`src/rtl/tlgs_pkg.sv`:
```
`default_nettype none

package tlgs_pkg;

    localparam int GRID_ROWS = 64;
    localparam int GRID_COLS = 64;
    localparam int ROW_W     = $clog2(GRID_ROWS);
    localparam int COL_W     = $clog2(GRID_COLS);
    localparam int SIZE_W    = 7;

    localparam logic [SIZE_W-1:0] MAX_WIDTH  = SIZE_W'(GRID_COLS);
    localparam logic [SIZE_W-1:0] MAX_HEIGHT = SIZE_W'(GRID_ROWS);

    localparam logic [1:0] CMD_WRITE = 2'd0;
    localparam logic [1:0] CMD_READ  = 2'd1;
    localparam logic [1:0] CMD_STEP  = 2'd2;

    localparam logic [3:0] SURVIVE_LO = 4'd2;
    localparam logic [3:0] BIRTH_CNT  = 4'd3;

    typedef enum logic [1:0] {
        RD_ITEM,
        RD_LAST,
        RD_ZERO,
        RD_PTR
    } rd_sel_t;

    typedef struct packed {
        logic    latch;
        logic    rd_en;
        rd_sel_t rd_sel;
        logic    load_prev;
        logic    load_cur;
        logic    row_step;
        logic    wr_cell;
        logic    cap_read;
        logic    load_out;
    } dp_cmd_t;

    typedef struct packed {
        logic [1:0] cmd;
        logic       in_grid;
        logic       last_row;
        logic       out_free;
    } dp_stat_t;

    function automatic logic [SIZE_W-1:0] clamp_size(input logic [SIZE_W-1:0] v,
                                                     input logic [SIZE_W-1:0] maxv);
        logic [SIZE_W-1:0] r;
        if (v == '0)
            r = SIZE_W'(1);
        else if (v > maxv)
            r = maxv;
        else
            r = v;
        return r;
    endfunction

    function automatic logic [GRID_COLS-1:0] life_row(input logic [GRID_COLS-1:0] up,
                                                      input logic [GRID_COLS-1:0] mid,
                                                      input logic [GRID_COLS-1:0] dn,
                                                      input logic [SIZE_W-1:0]    w);
        logic [COL_W-1:0]     last;
        logic [COL_W-1:0]     lc;
        logic [COL_W-1:0]     rc;
        logic [3:0]           cnt;
        logic [GRID_COLS-1:0] res;
        last = COL_W'(w - SIZE_W'(1));
        res  = mid;
        for (int c = 0; c < GRID_COLS; c++)
        begin
            lc  = (c == 0) ? last : COL_W'(c - 1);
            rc  = (COL_W'(c) == last) ? '0 : COL_W'(c + 1);
            cnt = 4'(up[lc]) + 4'(up[c]) + 4'(up[rc])
                + 4'(mid[lc]) + 4'(mid[rc])
                + 4'(dn[lc]) + 4'(dn[c]) + 4'(dn[rc]);
            if (SIZE_W'(c) < w)
            begin
                if (mid[c])
                    res[c] = (cnt == SURVIVE_LO) || (cnt == BIRTH_CNT);
                else
                    res[c] = (cnt == BIRTH_CNT);
            end
        end
        return res;
    endfunction

endpackage

`default_nettype wire

```
`src/rtl/tlgs_ctrl.sv`:
```
`default_nettype none

module tlgs_ctrl (
    input  wire logic              clk,
    input  wire logic              rst_n,
    input  wire logic              s_tvalid,
    output logic                   s_tready,
    input  wire tlgs_pkg::dp_stat_t stat,
    output tlgs_pkg::dp_cmd_t      cmd
);

    typedef enum logic [8:0] {
        ST_IDLE     = 9'b000000001,
        ST_DECODE   = 9'b000000010,
        ST_CELL_RD  = 9'b000000100,
        ST_CELL_WR  = 9'b000001000,
        ST_CELL_OUT = 9'b000010000,
        ST_ADV_S0   = 9'b000100000,
        ST_ADV_S1   = 9'b001000000,
        ST_ADV_S2   = 9'b010000000,
        ST_DONE     = 9'b100000000
    } state_t;

    state_t state_reg;
    state_t state_next;
    logic   adv_row_reg;
    logic   adv_row_next;

    always_ff @(posedge clk or negedge rst_n)
    begin
        if (!rst_n)
        begin
            state_reg   <= ST_IDLE;
            adv_row_reg <= 1'b0;
        end
        else
        begin
            state_reg   <= state_next;
            adv_row_reg <= adv_row_next;
        end
    end

    always_comb
    begin
        cmd          = '0;
        cmd.rd_sel   = tlgs_pkg::RD_ITEM;
        state_next   = state_reg;
        adv_row_next = adv_row_reg;
        s_tready     = 1'b0;
        if (adv_row_reg)
        begin
            // one new row per cycle, read two rows ahead
            cmd.rd_en    = 1'b1;
            cmd.rd_sel   = tlgs_pkg::RD_PTR;
            cmd.row_step = 1'b1;
            if (stat.last_row)
            begin
                adv_row_next = 1'b0;
                state_next   = ST_DONE;
            end
        end
        else
        begin
            unique case (state_reg)
                ST_IDLE:
                begin
                    s_tready = 1'b1;
                    if (s_tvalid)
                    begin
                        cmd.latch  = 1'b1;
                        state_next = ST_DECODE;
                    end
                end
                ST_DECODE:
                begin
                    unique case (stat.cmd) inside
                        tlgs_pkg::CMD_WRITE, tlgs_pkg::CMD_READ:
                            state_next = stat.in_grid ? ST_CELL_RD : ST_DONE;
                        tlgs_pkg::CMD_STEP:
                            state_next = ST_ADV_S0;
                        default:
                            state_next = ST_DONE;
                    endcase
                end
                ST_CELL_RD:
                begin
                    cmd.rd_en  = 1'b1;
                    cmd.rd_sel = tlgs_pkg::RD_ITEM;
                    state_next = (stat.cmd == tlgs_pkg::CMD_WRITE) ? ST_CELL_WR : ST_CELL_OUT;
                end
                ST_CELL_WR:
                begin
                    cmd.wr_cell = 1'b1;
                    state_next  = ST_DONE;
                end
                ST_CELL_OUT:
                begin
                    cmd.cap_read = 1'b1;
                    state_next   = ST_DONE;
                end
                ST_ADV_S0:
                begin
                    cmd.rd_en  = 1'b1;
                    cmd.rd_sel = tlgs_pkg::RD_LAST;
                    state_next = ST_ADV_S1;
                end
                ST_ADV_S1:
                begin
                    cmd.rd_en     = 1'b1;
                    cmd.rd_sel    = tlgs_pkg::RD_ZERO;
                    cmd.load_prev = 1'b1;
                    state_next    = ST_ADV_S2;
                end
                ST_ADV_S2:
                begin
                    cmd.rd_en    = 1'b1;
                    cmd.rd_sel   = tlgs_pkg::RD_PTR;
                    cmd.load_cur = 1'b1;
                    adv_row_next = 1'b1;
                    state_next   = ST_DONE;
                end
                ST_DONE:
                begin
                    if (stat.out_free)
                    begin
                        cmd.load_out = 1'b1;
                        state_next   = ST_IDLE;
                    end
                end
                default:
                    state_next = ST_IDLE;
            endcase
        end
    end

endmodule

`default_nettype wire

```
`config.mk`:
```
export PLATFORM = sky130hd
export DESIGN_NAME = tlgs_ctrl
export DESIGN_NICKNAME = d
export VERILOG_FILES = /design/src/rtl/tlgs_pkg.sv /design/src/rtl/tlgs_ctrl.sv
export SDC_FILE = /design/constraint.sdc
export NUM_CORES = 1
export LEC_CHECK = 0
export BUFFER_PORTS_ARGS = -buffer_cell sky130_fd_sc_hd__buf_2
export CORE_MARGIN = 2
export CORE_UTILIZATION = 55
export DETAILED_ROUTE_END_ITERATION = 10
export PLACE_DENSITY = 0.82
export SETUP_SLACK_MARGIN = 0.2
export SLEW_MARGIN = 20
export SYNTH_ARGS = -nofsm -noshare
export SYNTH_HDL_FRONTEND = slang
export SYNTH_SLANG_ARGS = --single-unit
```
`constraint.sdc`:
```
create_clock -name clk -period 6.2 [get_ports clk]
set_input_delay 0.31 -clock clk [delete_from_list [all_inputs] [get_ports clk]]
set_output_delay 0.31 -clock clk [all_outputs]
set_load 0.1 [all_outputs]
```
### After elaboration in Yosys (flattened, before gate mapping)

Cells that the tools add are included.

* bits in registers: 10
* input port bits: 8
* output and inout port bits: 11
* word-level logic and storage cells: 46

* equality and inequality tests: 14
* muxes and demuxes: 26
* reductions and logical operators: 4

Operators with widths (number)
* case mux 9 bit (7 select lines): 1
* two-way mux 9 bit: 5
* case mux 9 bit (2 select lines): 1
* two-way mux 1 bit: 14
* case mux 3 bit (4 select lines): 1
* equality test 9 x 1 -> 1 bit (second input constant): 1
* equality test 9 x 2 -> 1 bit (second input constant): 1
* equality test 9 x 3 -> 1 bit (second input constant): 1
* equality test 9 x 4 -> 1 bit (second input constant): 1
* equality test 9 x 5 -> 1 bit (second input constant): 1
* equality test 9 x 6 -> 1 bit (second input constant): 1
* equality test 9 x 7 -> 1 bit (second input constant): 1
* equality test 9 x 8 -> 1 bit (second input constant): 1
* equality test 9 bit (second input constant): 1
* two-way mux 3 bit: 2
* inequality test 3 bit (second input constant): 2
* two-way mux 5 bit: 1
* AND reduction 3 bit: 1
* OR reduction 3 bit: 1
* equality test 2 x 1 -> 1 bit (second input constant): 1
* equality test 2 bit (second input constant): 1
* zero test 2 bit: 1
* two-way mux 2 bit: 1
* inequality test 2 bit (second input constant): 1
* OR reduction 2 bit: 1

### Logic depth before layout (Yosys ltp)

Gate-level depths: netlist of run 1.

* depth after elaboration: 5
* gate-level depth with buffers: 6
* gate-level depth less buffers: 4

### Least setup slack after synthesis of run 1

Ideal clock, no wire load.

* path type: flip-flop to output port
* start: register state_reg[3]
* end: output port cmd[7] in the netlist's numbering
* arrival time: 4110 ps
* data required time: 5890 ps
* slack: 1780 ps
* stages on the path, launching flop included: 4
* buffers on the path: 1
* path through: dfrtp_1 -> buf_6 -> or3_2 -> o41ai_1

RTL lines
* from (decl): RTL line tlgs_ctrl.sv:24 `state_t state_reg;`
* from (signal assigned): RTL line tlgs_ctrl.sv:38 `state_reg <= state_next;`
* to (decl): RTL line tlgs_ctrl.sv:9 `output tlgs_pkg::dp_cmd_t cmd`

==> results.py, run 1 <==
metrics = {
    "global_route": {
        "met1_usage_pct": 31.34,
        "grt_max_degree": 12,
        "antenna_found_initial": 0,
        "grt_busiest_layer": "met2",
        "first_global_vias": 671,
        "grtUsageMet3_pct": 7.826,
        "met2_usage_pct": 34.69,
        "grt_overflow": 0,
        "gr-usage-all-layers_pct": 23.05,
        "grt_pass1_wl_um": 3042,
    },
    "power_and_ir_drop": {
        "power_density_nw_per_um2": 430.7,
        "p_leak_nw": 0.4274,
        "peakVddDrop_mv": 0.3769,
    },
    "finish": {
        "final_cell_mix": "buf_2, nor2_1, dfrtp_1",
        "nets": 111,
        "fin_area_um2": 890.9,
        "multi_input_area_um2": 480.5,
        "fillers": 113,
        "largest_register_ffs": 9,
        "seqCellArea_um2": 251.5,
        "area_delta_synth_final_pct": 13.38,
        "insertedDiodeCount": 0,
        "layout.cells.non_filler": 117,
        "drive_gt1_share_pct": 30.39,
        "final_common_cell": "buf_2",
    },
    "route": {
        "wire_per_inst_um": 15.56,
        "drc": 0,
        "dr.pass1.iters": 4,
        "vias": 783,
        "drt_wl_total_um": 1821,
        "final_antenna_net_count": 0,
        "drtIter0Drc": 28,
        "drt-vias-per-instance": 6.692,
    },
    "placement": {
        "dpl.hpwl_um": 1347,
        "routabilityCongestion": 0.8678,
        "dp_slack_ns": 3.766,
        "placed_cell_area_um2": 844.6,
        "dp.cells": 112,
        "io_buffers": 18,
    },
    "clocking": {
        "ctsResizeCount": 0,
        "numCtsBuffers": 3,
        "post_cts_buffers": 0,
        "htree_levels": 1,
        "ctsHoldBuffers": 1,
        "ctsRootBufferMaster": "clkbuf_4",
        "path_clk_slew_ns": 0.08,
        "cts_tree": "yes",
        "cts_sinks": 10,
        "clkLatencyLatePin_ns": 0.27,
        "clock_path_buffers": 2,
    },
    "yosys": {
        "synth_area_leaders": "dfrtp_1, nand4b_1, nor2_1",
        "ys_ff_latch": 10,
        "synth_largest_area_cell": "dfrtp_1",
        "synth_edf_count": 0,
        "syn_inst": 87,
        "synth_top_area_share_pct": 28.66,
        "async_flop_share_pct": 100.0,
        "yosys_warnings": 0,
        "synth_fp_nets": 95,
        "seq_area_frac_synth_pct": 32.01,
        "syn_area_um2": 785.8,
        "syn_area_per_cell_um2": 9.032,
        "synth-main-ff-cell": "dfrtp_1",
        "synthDistinctLibCells": 45,
    },
    "floorplan": {
        "die_height_um": 41.80,
        "fp.dieW_um": 41.80,
        "core_area_um2": 1318,
        "num_rows": 13,
        "initial_core_util_pct": 59.64,
        "dieArea_um2": 1747,
        "ioPinCount": 19,
    },
    "worst_setup_path": {
        "crit_family": "simple AND/OR/NAND/NOR gates",
        "critPathRequiredTime_ns": 5.89,
        "slowest_stage": "nor4_1",
        "cp.arrival_ns": 2.47,
        "crit_buf_inv": 1,
        "cp_max_fo": 10,
        "crit_path_end_kind": "primary output",
        "crit_chain": "nor4_1 -> nand2_1 -> o21ai_1 -> o21bai_1 -> buf_2",
        "critPathKind": "flop to primary output",
        "cpPeakStageDelay_ns": 0.68,
        "crit_path_start_kind": "flop",
    },
    "timing": {
        "post-route-period-util_pct": 44.81,
        "grt_setup_unrepaired": "no",
        "fin_crit_ns": 2.778,
        "whs_ns": 0.3398,
        "slew_viol_final": 0,
        "setup_tns_ns": 0,
        "hold_viol_final": 0,
        "worstMarginPinSlew_ns": 0.7709,
        "setup_slack_ns": 3.422,
        "setup_viol_count_final": 0,
        "fmax_ghz": 0.3600,
        "final.setup_skew_ns": 0.01281,
        "relSlewSlack_pct": 48.13,
    },
    "min_path": {
        "hp-class": "input port to flop",
    },
    "run": {
        "cap_violations": 0,
    },
    "outcome": {
        "outcome": "complete, no violations",
    },
}
synthesized netlist by cell type, types with 2 or more instances:
master / count
nand4_1: 2
or4_4: 2
nand2b_1: 2
nor3b_1: 2
xor2_1: 2
dfrtp_1: 9
nor2_1: 9
and3_1: 3
a21o_1: 2
nor3_1: 4
buf_6: 2
o2bb2ai_1: 3
nand4b_1: 4
clkbuf_1: 4
nor4_1: 3
a32o_1: 3
nand2_1: 3
report_power, final:
| group | switching, W | total (W) | internal [W] |
|---|---|---|---|
| Clock | 0.0000241 | 0.0000597 | 0.0000357 |
| Sequential | 0.0000230 | 0.000102 | 0.0000787 |
| Combinational | 0.000155 | 0.000222 | 0.0000676 |
| Total | 0.000202 | 0.000384 | 0.000182 |
metal layers:
metal,share of wire [%],up-vias
li1,-,361
met1,43,377
met2,47,40
met3,8.3,5
met4,1.4,0
met5,0,-
area by class of cell:
| cell class | count | area share, % |
|---|---|---|
| Multi-Input combinational cell | 68 | 53.93 |
| Sequential cell | 10 | 28.23 |
| Timing Repair Buffer | 19 | 11.24 |
| Clock buffer | 4 | 4.073 |
| Tap cell | 15 | 2.107 |
| Inverter | 1 | 0.4213 |
kinds of logic after synthesis:
logic type / Yosys count / share of synthesized area (%)
xor gates and xnor gates: 3 / 3.345
muxes: 1 / 1.910
buffers and inverters: 9 / 6.846
AOI/OAI and AO/OA: 16 / 16.72
DFF: 10 / 32.01
and+or+nand+nor: 48 / 39.17
per-stage QoR:
| stage | power, W | utilization, % |
|---|---|---|
| after floorplan | 0.0002925 | - |
| after global placement | 0.0003205 | 64.10 |
| after detailed placement | 0.0003224 | 64.10 |
| after CTS | 0.0003836 | 67.62 |
| after global routing | 0.0004071 | 67.62 |
| final | 0.0003837 | 67.62 |
worst register-to-register path, cell delays in order (launching register included):
cell and delay (ns):
dfrtp_1 0.48, nor4_1 0.68, nand4b_1 0.19, or3b_1 0.39, mux2_4 0.33
worst paths after layout:
path | startpoint | slack (ns) | endpoint | cells after the start
setup reg to reg | state_reg[4] | 3.99 | state_reg[8] | 4
setup / recovery | state_reg[4] | 3.42 | cmd[8] | 5
max in group asynchronous | rst_n | 5.50 | state_reg[0] | 2
hold / removal | stat[2] | 0.34 | state_reg[2] | 3
hold reg to reg | state_reg[1] | 0.63 | state_reg[1] | 1
min in group asynchronous | rst_n | 0.42 | adv_row_reg | 2
Note: power is estimated with default switching activity, not from simulation.
==> run 2, diff against run 1 <==
Settings changed: CORE_UTILIZATION 55 to 46, PLACE_DENSITY 0.82 to 0.73.
Clock period 6.2 ns to 2.3 ns, I/O delays scaled along.
==> results.py, run 2 (same netlist as run 1, synthesis figures left out) <==
metrics = {
    "clocking": {
        "cts_tree": "yes",
        "path_clk_slew_ns": 0.07,
        "cts_sinks": 10,
        "clock_path_buffers": 2,
        "htree_levels": 1,
        "clkLatencyLatePin_ns": 0.28,
        "ctsRootBufferMaster": "clkbuf_4",
        "numCtsBuffers": 3,
    },
    "floorplan": {
        "ioPinCount": 19,
        "fp.dieW_um": 45.33,
        "num_rows": 14,
        "core_area_um2": 1559,
        "initial_core_util_pct": 50.40,
        "dieArea_um2": 2055,
        "die_height_um": 45.33,
    },
    "route": {
        "drtIter0Drc": 32,
        "drt-vias-per-instance": 6.437,
        "final_antenna_net_count": 0,
        "drc": 0,
        "vias": 811,
        "dr.pass1.iters": 4,
        "drt_wl_total_um": 2167,
        "wire_per_inst_um": 17.20,
    },
    "worst_setup_path": {
        "crit_chain": "buf_4 -> nor4_4 -> buf_4 -> and3_4 -> buf_2",
        "critPathRequiredTime_ns": 2.18,
        "cp_max_fo": 5,
        "cpPeakStageDelay_ns": 0.44,
        "crit_path_start_kind": "flop",
        "crit_path_end_kind": "primary output",
        "critPathKind": "flop to primary output",
        "slowest_stage": "dfrtp_2",
        "cp.arrival_ns": 2.01,
        "crit_top_cell": "buf_4",
    },
    "timing": {
        "fin_crit_ns": 2.122,
        "setup_viol_count_final": 0,
        "post-route-period-util_pct": 92.26,
        "setup_slack_ns": 0.1781,
        "fmax_ghz": 0.4713,
        "slew_viol_final": 0,
        "grt_setup_unrepaired": "yes",
        "final.setup_skew_ns": 0.001345,
        "relSlewSlack_pct": 67.25,
        "hold_viol_final": 0,
        "worstMarginPinSlew_ns": 0.4894,
    },
    "global_route": {
        "antenna_found_initial": 0,
        "grt_max_degree": 12,
        "grt_pass1_wl_um": 3284,
        "first_global_vias": 710,
        "gr-usage-all-layers_pct": 23.08,
        "grt_overflow": 0,
    },
    "power_and_ir_drop": {
        "clockPowerShare_pct": 14.1,
        "p_leak_nw": 0.5039,
        "power_density_nw_per_um2": 1065,
        "peakVddDrop_mv": 1.207,
        "intPower_w": 0.0005835,
        "switching_share_pct": 51.57,
        "pwr-share-seq_pct": 23.1,
        "p_switching_w": 0.0006213,
        "comb_power_share_pct": 62.9,
    },
    "finish": {
        "area_delta_synth_final_pct": 43.95,
        "fin_util_pct": 72.55,
        "final_cell_mix": "buf_4, nor2_1, buf_2",
        "layout.cells.non_filler": 126,
        "nets": 119,
        "largest_register_ffs": 9,
        "final_common_cell": "buf_4",
        "fillers": 114,
        "insertedDiodeCount": 0,
        "drive_gt1_share_pct": 48.18,
    },
    "placement": {
        "dp.cells": 117,
        "dpl.hpwl_um": 1545,
        "dp_slack_ns": 0.2908,
        "io_buffers": 18,
        "routabilityCongestion": 0.8683,
    },
    "run": {
        "cap_violations": 0,
    },
    "min_path": {
        "hp-class": "input port to flop",
    },
    "outcome": {
        "outcome": "complete, no violations",
    },
}
==> run 2: changes by cell type in the layout (fill, tap and decap cells not counted), sizes merged <==
cell and change:
buf +8
==> run 2: through the flow <==
step	instance area (µm²)	power (W)	setup TNS [ns]	hold WS, ns
5_1_grt	1131	0.001255	0	0.1482
3_5_place_dp	1025	0.001007	0	-0.002448
2_1_floorplan	905.9	0.0009045	-0.004757	-0.1806
6_report	1131	0.001205	0	0.1168
3_3_place_gp	1025	0.0009985	0	-0.005074
4_1_cts	1089	0.001191	0	0.1186
==> run 2: layout make-up <==
class | count | area, µm² | area share, %
inverters | 1 | 3.754 | 0.3319
clock buffers | 4 | 36.28 | 3.208
well taps | 16 | 20.02 | 1.770
flip-flops and latches | 10 | 255.2 | 22.57
repair buffers | 27 | 224.0 | 19.80
multi-input cells | 68 | 591.8 | 52.32
==> run 2: repair_timing <==
| item | CTS | global route |
|---|---|---|
| endpoints found under the hold margin | 10 | 0 |
| setup buffers | 0 | 4 |
| cloned | 0 | 0 |
| pin swaps | 0 | 1 |
| hold buffers | 1 | 0 |
| gates resized for setup | 8 | 4 |
| endpoints found under the setup margin | 9 | 3 |
==> run 2: critical path, delay by kind of cell (launching register included) <==
kind                   cells  cell delay, ns
buffers and inverters      3            0.78
DFF                        1            0.44
and+or+nand+nor            2            0.51
==> run 2: final timing paths <==
path / startpoint / endpoint / slack (ns) / cells after the start
setup / recovery: state_reg[7] / s_tready / 0.18 / 5
setup reg to reg: state_reg[4] / state_reg[8] / 0.24 / 5
hold reg to reg: state_reg[7] / state_reg[7] / 0.55 / 1
hold / removal: stat[2] / state_reg[2] / 0.12 / 3
min in group asynchronous: rst_n / state_reg[8] / 0.23 / 2
max in group asynchronous: rst_n / state_reg[0] / 1.81 / 2
==> run 2: per-layer routing <==
layer / up-vias / share of wire, % / track usage (%)
li1: 380 / - / -
met1: 384 / 45 / 28.71
met2: 36 / 47 / 36.57
met3: 11 / 4.9 / 2.800
met4: 0 / 3.4 / 16.47
met5: - / 0 / 0
==> run 2: power by group through the flow <==
stage / clock network, W / registers, W / logic [W]
floorplan: 0 / 0.000243 / 0.000662
global placement: 0 / 0.000280 / 0.000718
detailed placement: 0 / 0.000280 / 0.000727
CTS: 0.000175 / 0.000277 / 0.000739
global route: 0.000176 / 0.000282 / 0.000798
finish: 0.000170 / 0.000278 / 0.000757
==> run 3, diff against run 2 <==
--- a/config.mk
+++ b/config.mk
@@ -10,5 +10,7 @@
 export CORE_UTILIZATION = 46
 export DETAILED_ROUTE_END_ITERATION = 10
+export GPL_ROUTABILITY_DRIVEN = 0
 export PLACE_DENSITY = 0.73
+export REMOVE_ABC_BUFFERS = 1
 export SETUP_SLACK_MARGIN = 0.2
 export SLEW_MARGIN = 20
==> constraint.sdc (replaced) <==
create_clock -name clk -period 2.3 [get_ports clk]
set_input_delay 0.575 -clock clk [delete_from_list [all_inputs] [get_ports clk]]
set_output_delay 0.575 -clock clk [all_outputs]
set_load 0.1 [all_outputs]
==> results.py, run 3 (same netlist as run 1, synthesis figures left out) <==
metrics = {
    "outcome": {
        "outcome": "finished, violations left",
        "violations": "setup timing",
    },
    "clocking": {
        "cts_tree": "yes",
        "cts_sinks": 10,
        "ctsHoldBuffers": 0,
        "ctsRootBufferMaster": "clkbuf_4",
        "numCtsBuffers": 3,
        "path_clk_slew_ns": 0.08,
        "clock_path_buffers": 2,
        "clkLatencyLatePin_ns": 0.29,
        "htree_levels": 1,
    },
    "timing": {
        "final.setup_skew_ns": 0.003351,
        "post-route-period-util_pct": 109.8,
        "grt_setup_unrepaired": "yes",
        "slew_viol_final": 0,
        "fin_crit_ns": 2.526,
        "worstMarginPinSlew_ns": 0.5001,
        "relSlewSlack_pct": 66.89,
        "hold_viol_final": 0,
        "setup_viol_count_final": 10,
        "fmax_ghz": 0.3959,
        "whs_ns": 0.1397,
        "setup_slack_ns": -0.2260,
    },
    "power_and_ir_drop": {
        "switching_share_pct": 49.25,
        "clockPowerShare_pct": 9.0,
        "p_total_w": 0.001643,
        "comb_power_share_pct": 75.3,
        "peakVddDrop_mv": 1.313,
        "p_switching_w": 0.0008090,
        "power_density_nw_per_um2": 1129,
        "p_leak_nw": 0.6539,
        "pwr-share-seq_pct": 15.7,
        "intPower_w": 0.0008336,
    },
    "worst_setup_path": {
        "rr_startpoint": "adv_row_reg",
        "cpPeakStageDelay_ns": 0.45,
        "crit_chain": "or3_4 -> o31a_1 -> o21ai_2 -> o21bai_4 -> buf_12",
        "cp.arrival_ns": 1.95,
        "crit_path_end_kind": "primary output",
        "critPathKind": "flop to primary output",
        "critPathRequiredTime_ns": 1.73,
        "r2r_end": "state_reg[8]",
        "slowest_stage": "or3_4",
        "reg2reg_depth": 6,
        "crit_buf_inv": 1,
        "crit_path_start_kind": "flop",
        "rrSetupSlack_ns": 0.04,
        "cp_max_fo": 4,
        "crit_family": "compound AO/OA/AOI/OAI gates",
    },
    "finish": {
        "final_cell_mix": "buf_4, buf_12, nor2_1, buf_2, dfrtp_1",
        "nets": 144,
        "drive_gt1_share_pct": 62.22,
        "insertedDiodeCount": 0,
        "final_common_cell": "buf_4",
        "area_delta_synth_final_pct": 85.19,
        "fin_area_um2": 1455,
        "largest_register_ffs": 9,
    },
    "placement": {
        "dpl.hpwl_um": 1584,
        "placed_cell_area_um2": 1124,
        "io_buffers": 18,
    },
    "route": {
        "drc": 0,
        "wire_per_inst_um": 26.63,
        "wl_met3_um": 631,
        "final_antenna_net_count": 0,
        "drt-met1-wl_um": 1330,
        "drt_wl_total_um": 4021,
        "vias": 1126,
        "drtIter0Drc": 88,
        "drt-vias-per-instance": 7.457,
        "dr.pass1.iters": 4,
        "routed.top_layer": "met4",
        "route.met2.wl_um": 1774,
    },
    "floorplan": {
        "num_rows": 14,
        "dieArea_um2": 2055,
        "core_area_um2": 1559,
        "die_height_um": 45.33,
        "initial_core_util_pct": 50.40,
        "ioPinCount": 19,
        "fp.dieW_um": 45.33,
    },
    "global_route": {
        "gr-usage-all-layers_pct": 36.12,
        "grt_max_degree": 11,
        "grt_pass1_wl_um": 5119,
        "antenna_found_initial": 0,
        "grt_overflow": 0,
        "first_global_vias": 1044,
    },
    "run": {
        "cap_violations": 0,
    },
    "min_path": {
        "hp-class": "input port to asynchronous set/reset pin",
    },
}
run 3: changes by cell type in the layout (fill, tap and decap cells not counted), sizes merged:
cell	change
buf	+26
dlygate4sd3	-1
run 3: worst max path at each step:
stage                             from  cells after the start  slack, ns  endpoint
after floorplan            adv_row_reg                      2      -2.63    cmd[0]
after global placement    state_reg[4]                      7       0.08    cmd[8]
after detailed placement  state_reg[4]                      7      0.008    cmd[8]
after CTS                 state_reg[7]                      5       -0.1    cmd[8]
after global routing      state_reg[3]                      7      -0.27    cmd[8]
final                     state_reg[3]                      5      -0.23    cmd[8]
run 3: metal layers:
metal / vias to the layer above / global-route usage (%)
li1: 429 / -
met1: 524 / 42.79
met2: 131 / 58.00
met3: 42 / 7.600
met4: 0 / 24.71
met5: - / 0
run 3: layout make-up:
type / count / area, µm²
Tap cell: 16 / 20.02
Inverter: 1 / 3.754
Timing Repair Buffer: 52 / 514.2
Clock buffer: 4 / 26.28
Sequential cell: 10 / 255.2
Fill cell: 52 / 103.9
Multi-Input combinational cell: 68 / 635.6
run 3: what timing repair did:
| item | CTS | global route |
|---|---|---|
| setup endpoints to repair | 10 | 14 |
| setup buffers | 14 | 3 |
| resized for setup | 24 | 13 |
| pin swaps | 9 | 5 |
run 3: worst register-to-register path: cells and delay by family (launching register included):
family / cells / cell delay (ns)
multiplexers: 1 / 0.29
flip-flops: 1 / 0.47
buffers and inverters: 2 / 0.28
AND/OR/NAND/NOR: 3 / 1.11
run 3: stage by stage:
step / instances / util, % / TNS [ns] / setup WS, ns
floorplan: 79 / - / -15.15 / -2.629
global placement: 130 / 72.07 / 0 / 0.08294
detailed placement: 130 / 72.07 / 0 / 0.007705
CTS: 148 / 88.04 / -0.3108 / -0.09620
global route: 151 / 93.34 / -1.876 / -0.2669
finish: 151 / 93.34 / -1.558 / -0.2260
run 3: power groups by stage:
stage	Sequential (W)	Combinational (W)	Clock (W)
after floorplan	0.000263	0.000499	0
after global placement	0.000254	0.000787	0
after detailed placement	0.000255	0.000794	0
after CTS	0.000239	0.00105	0.000135
after global routing	0.000258	0.00127	0.000155
final	0.000258	0.00124	0.000147
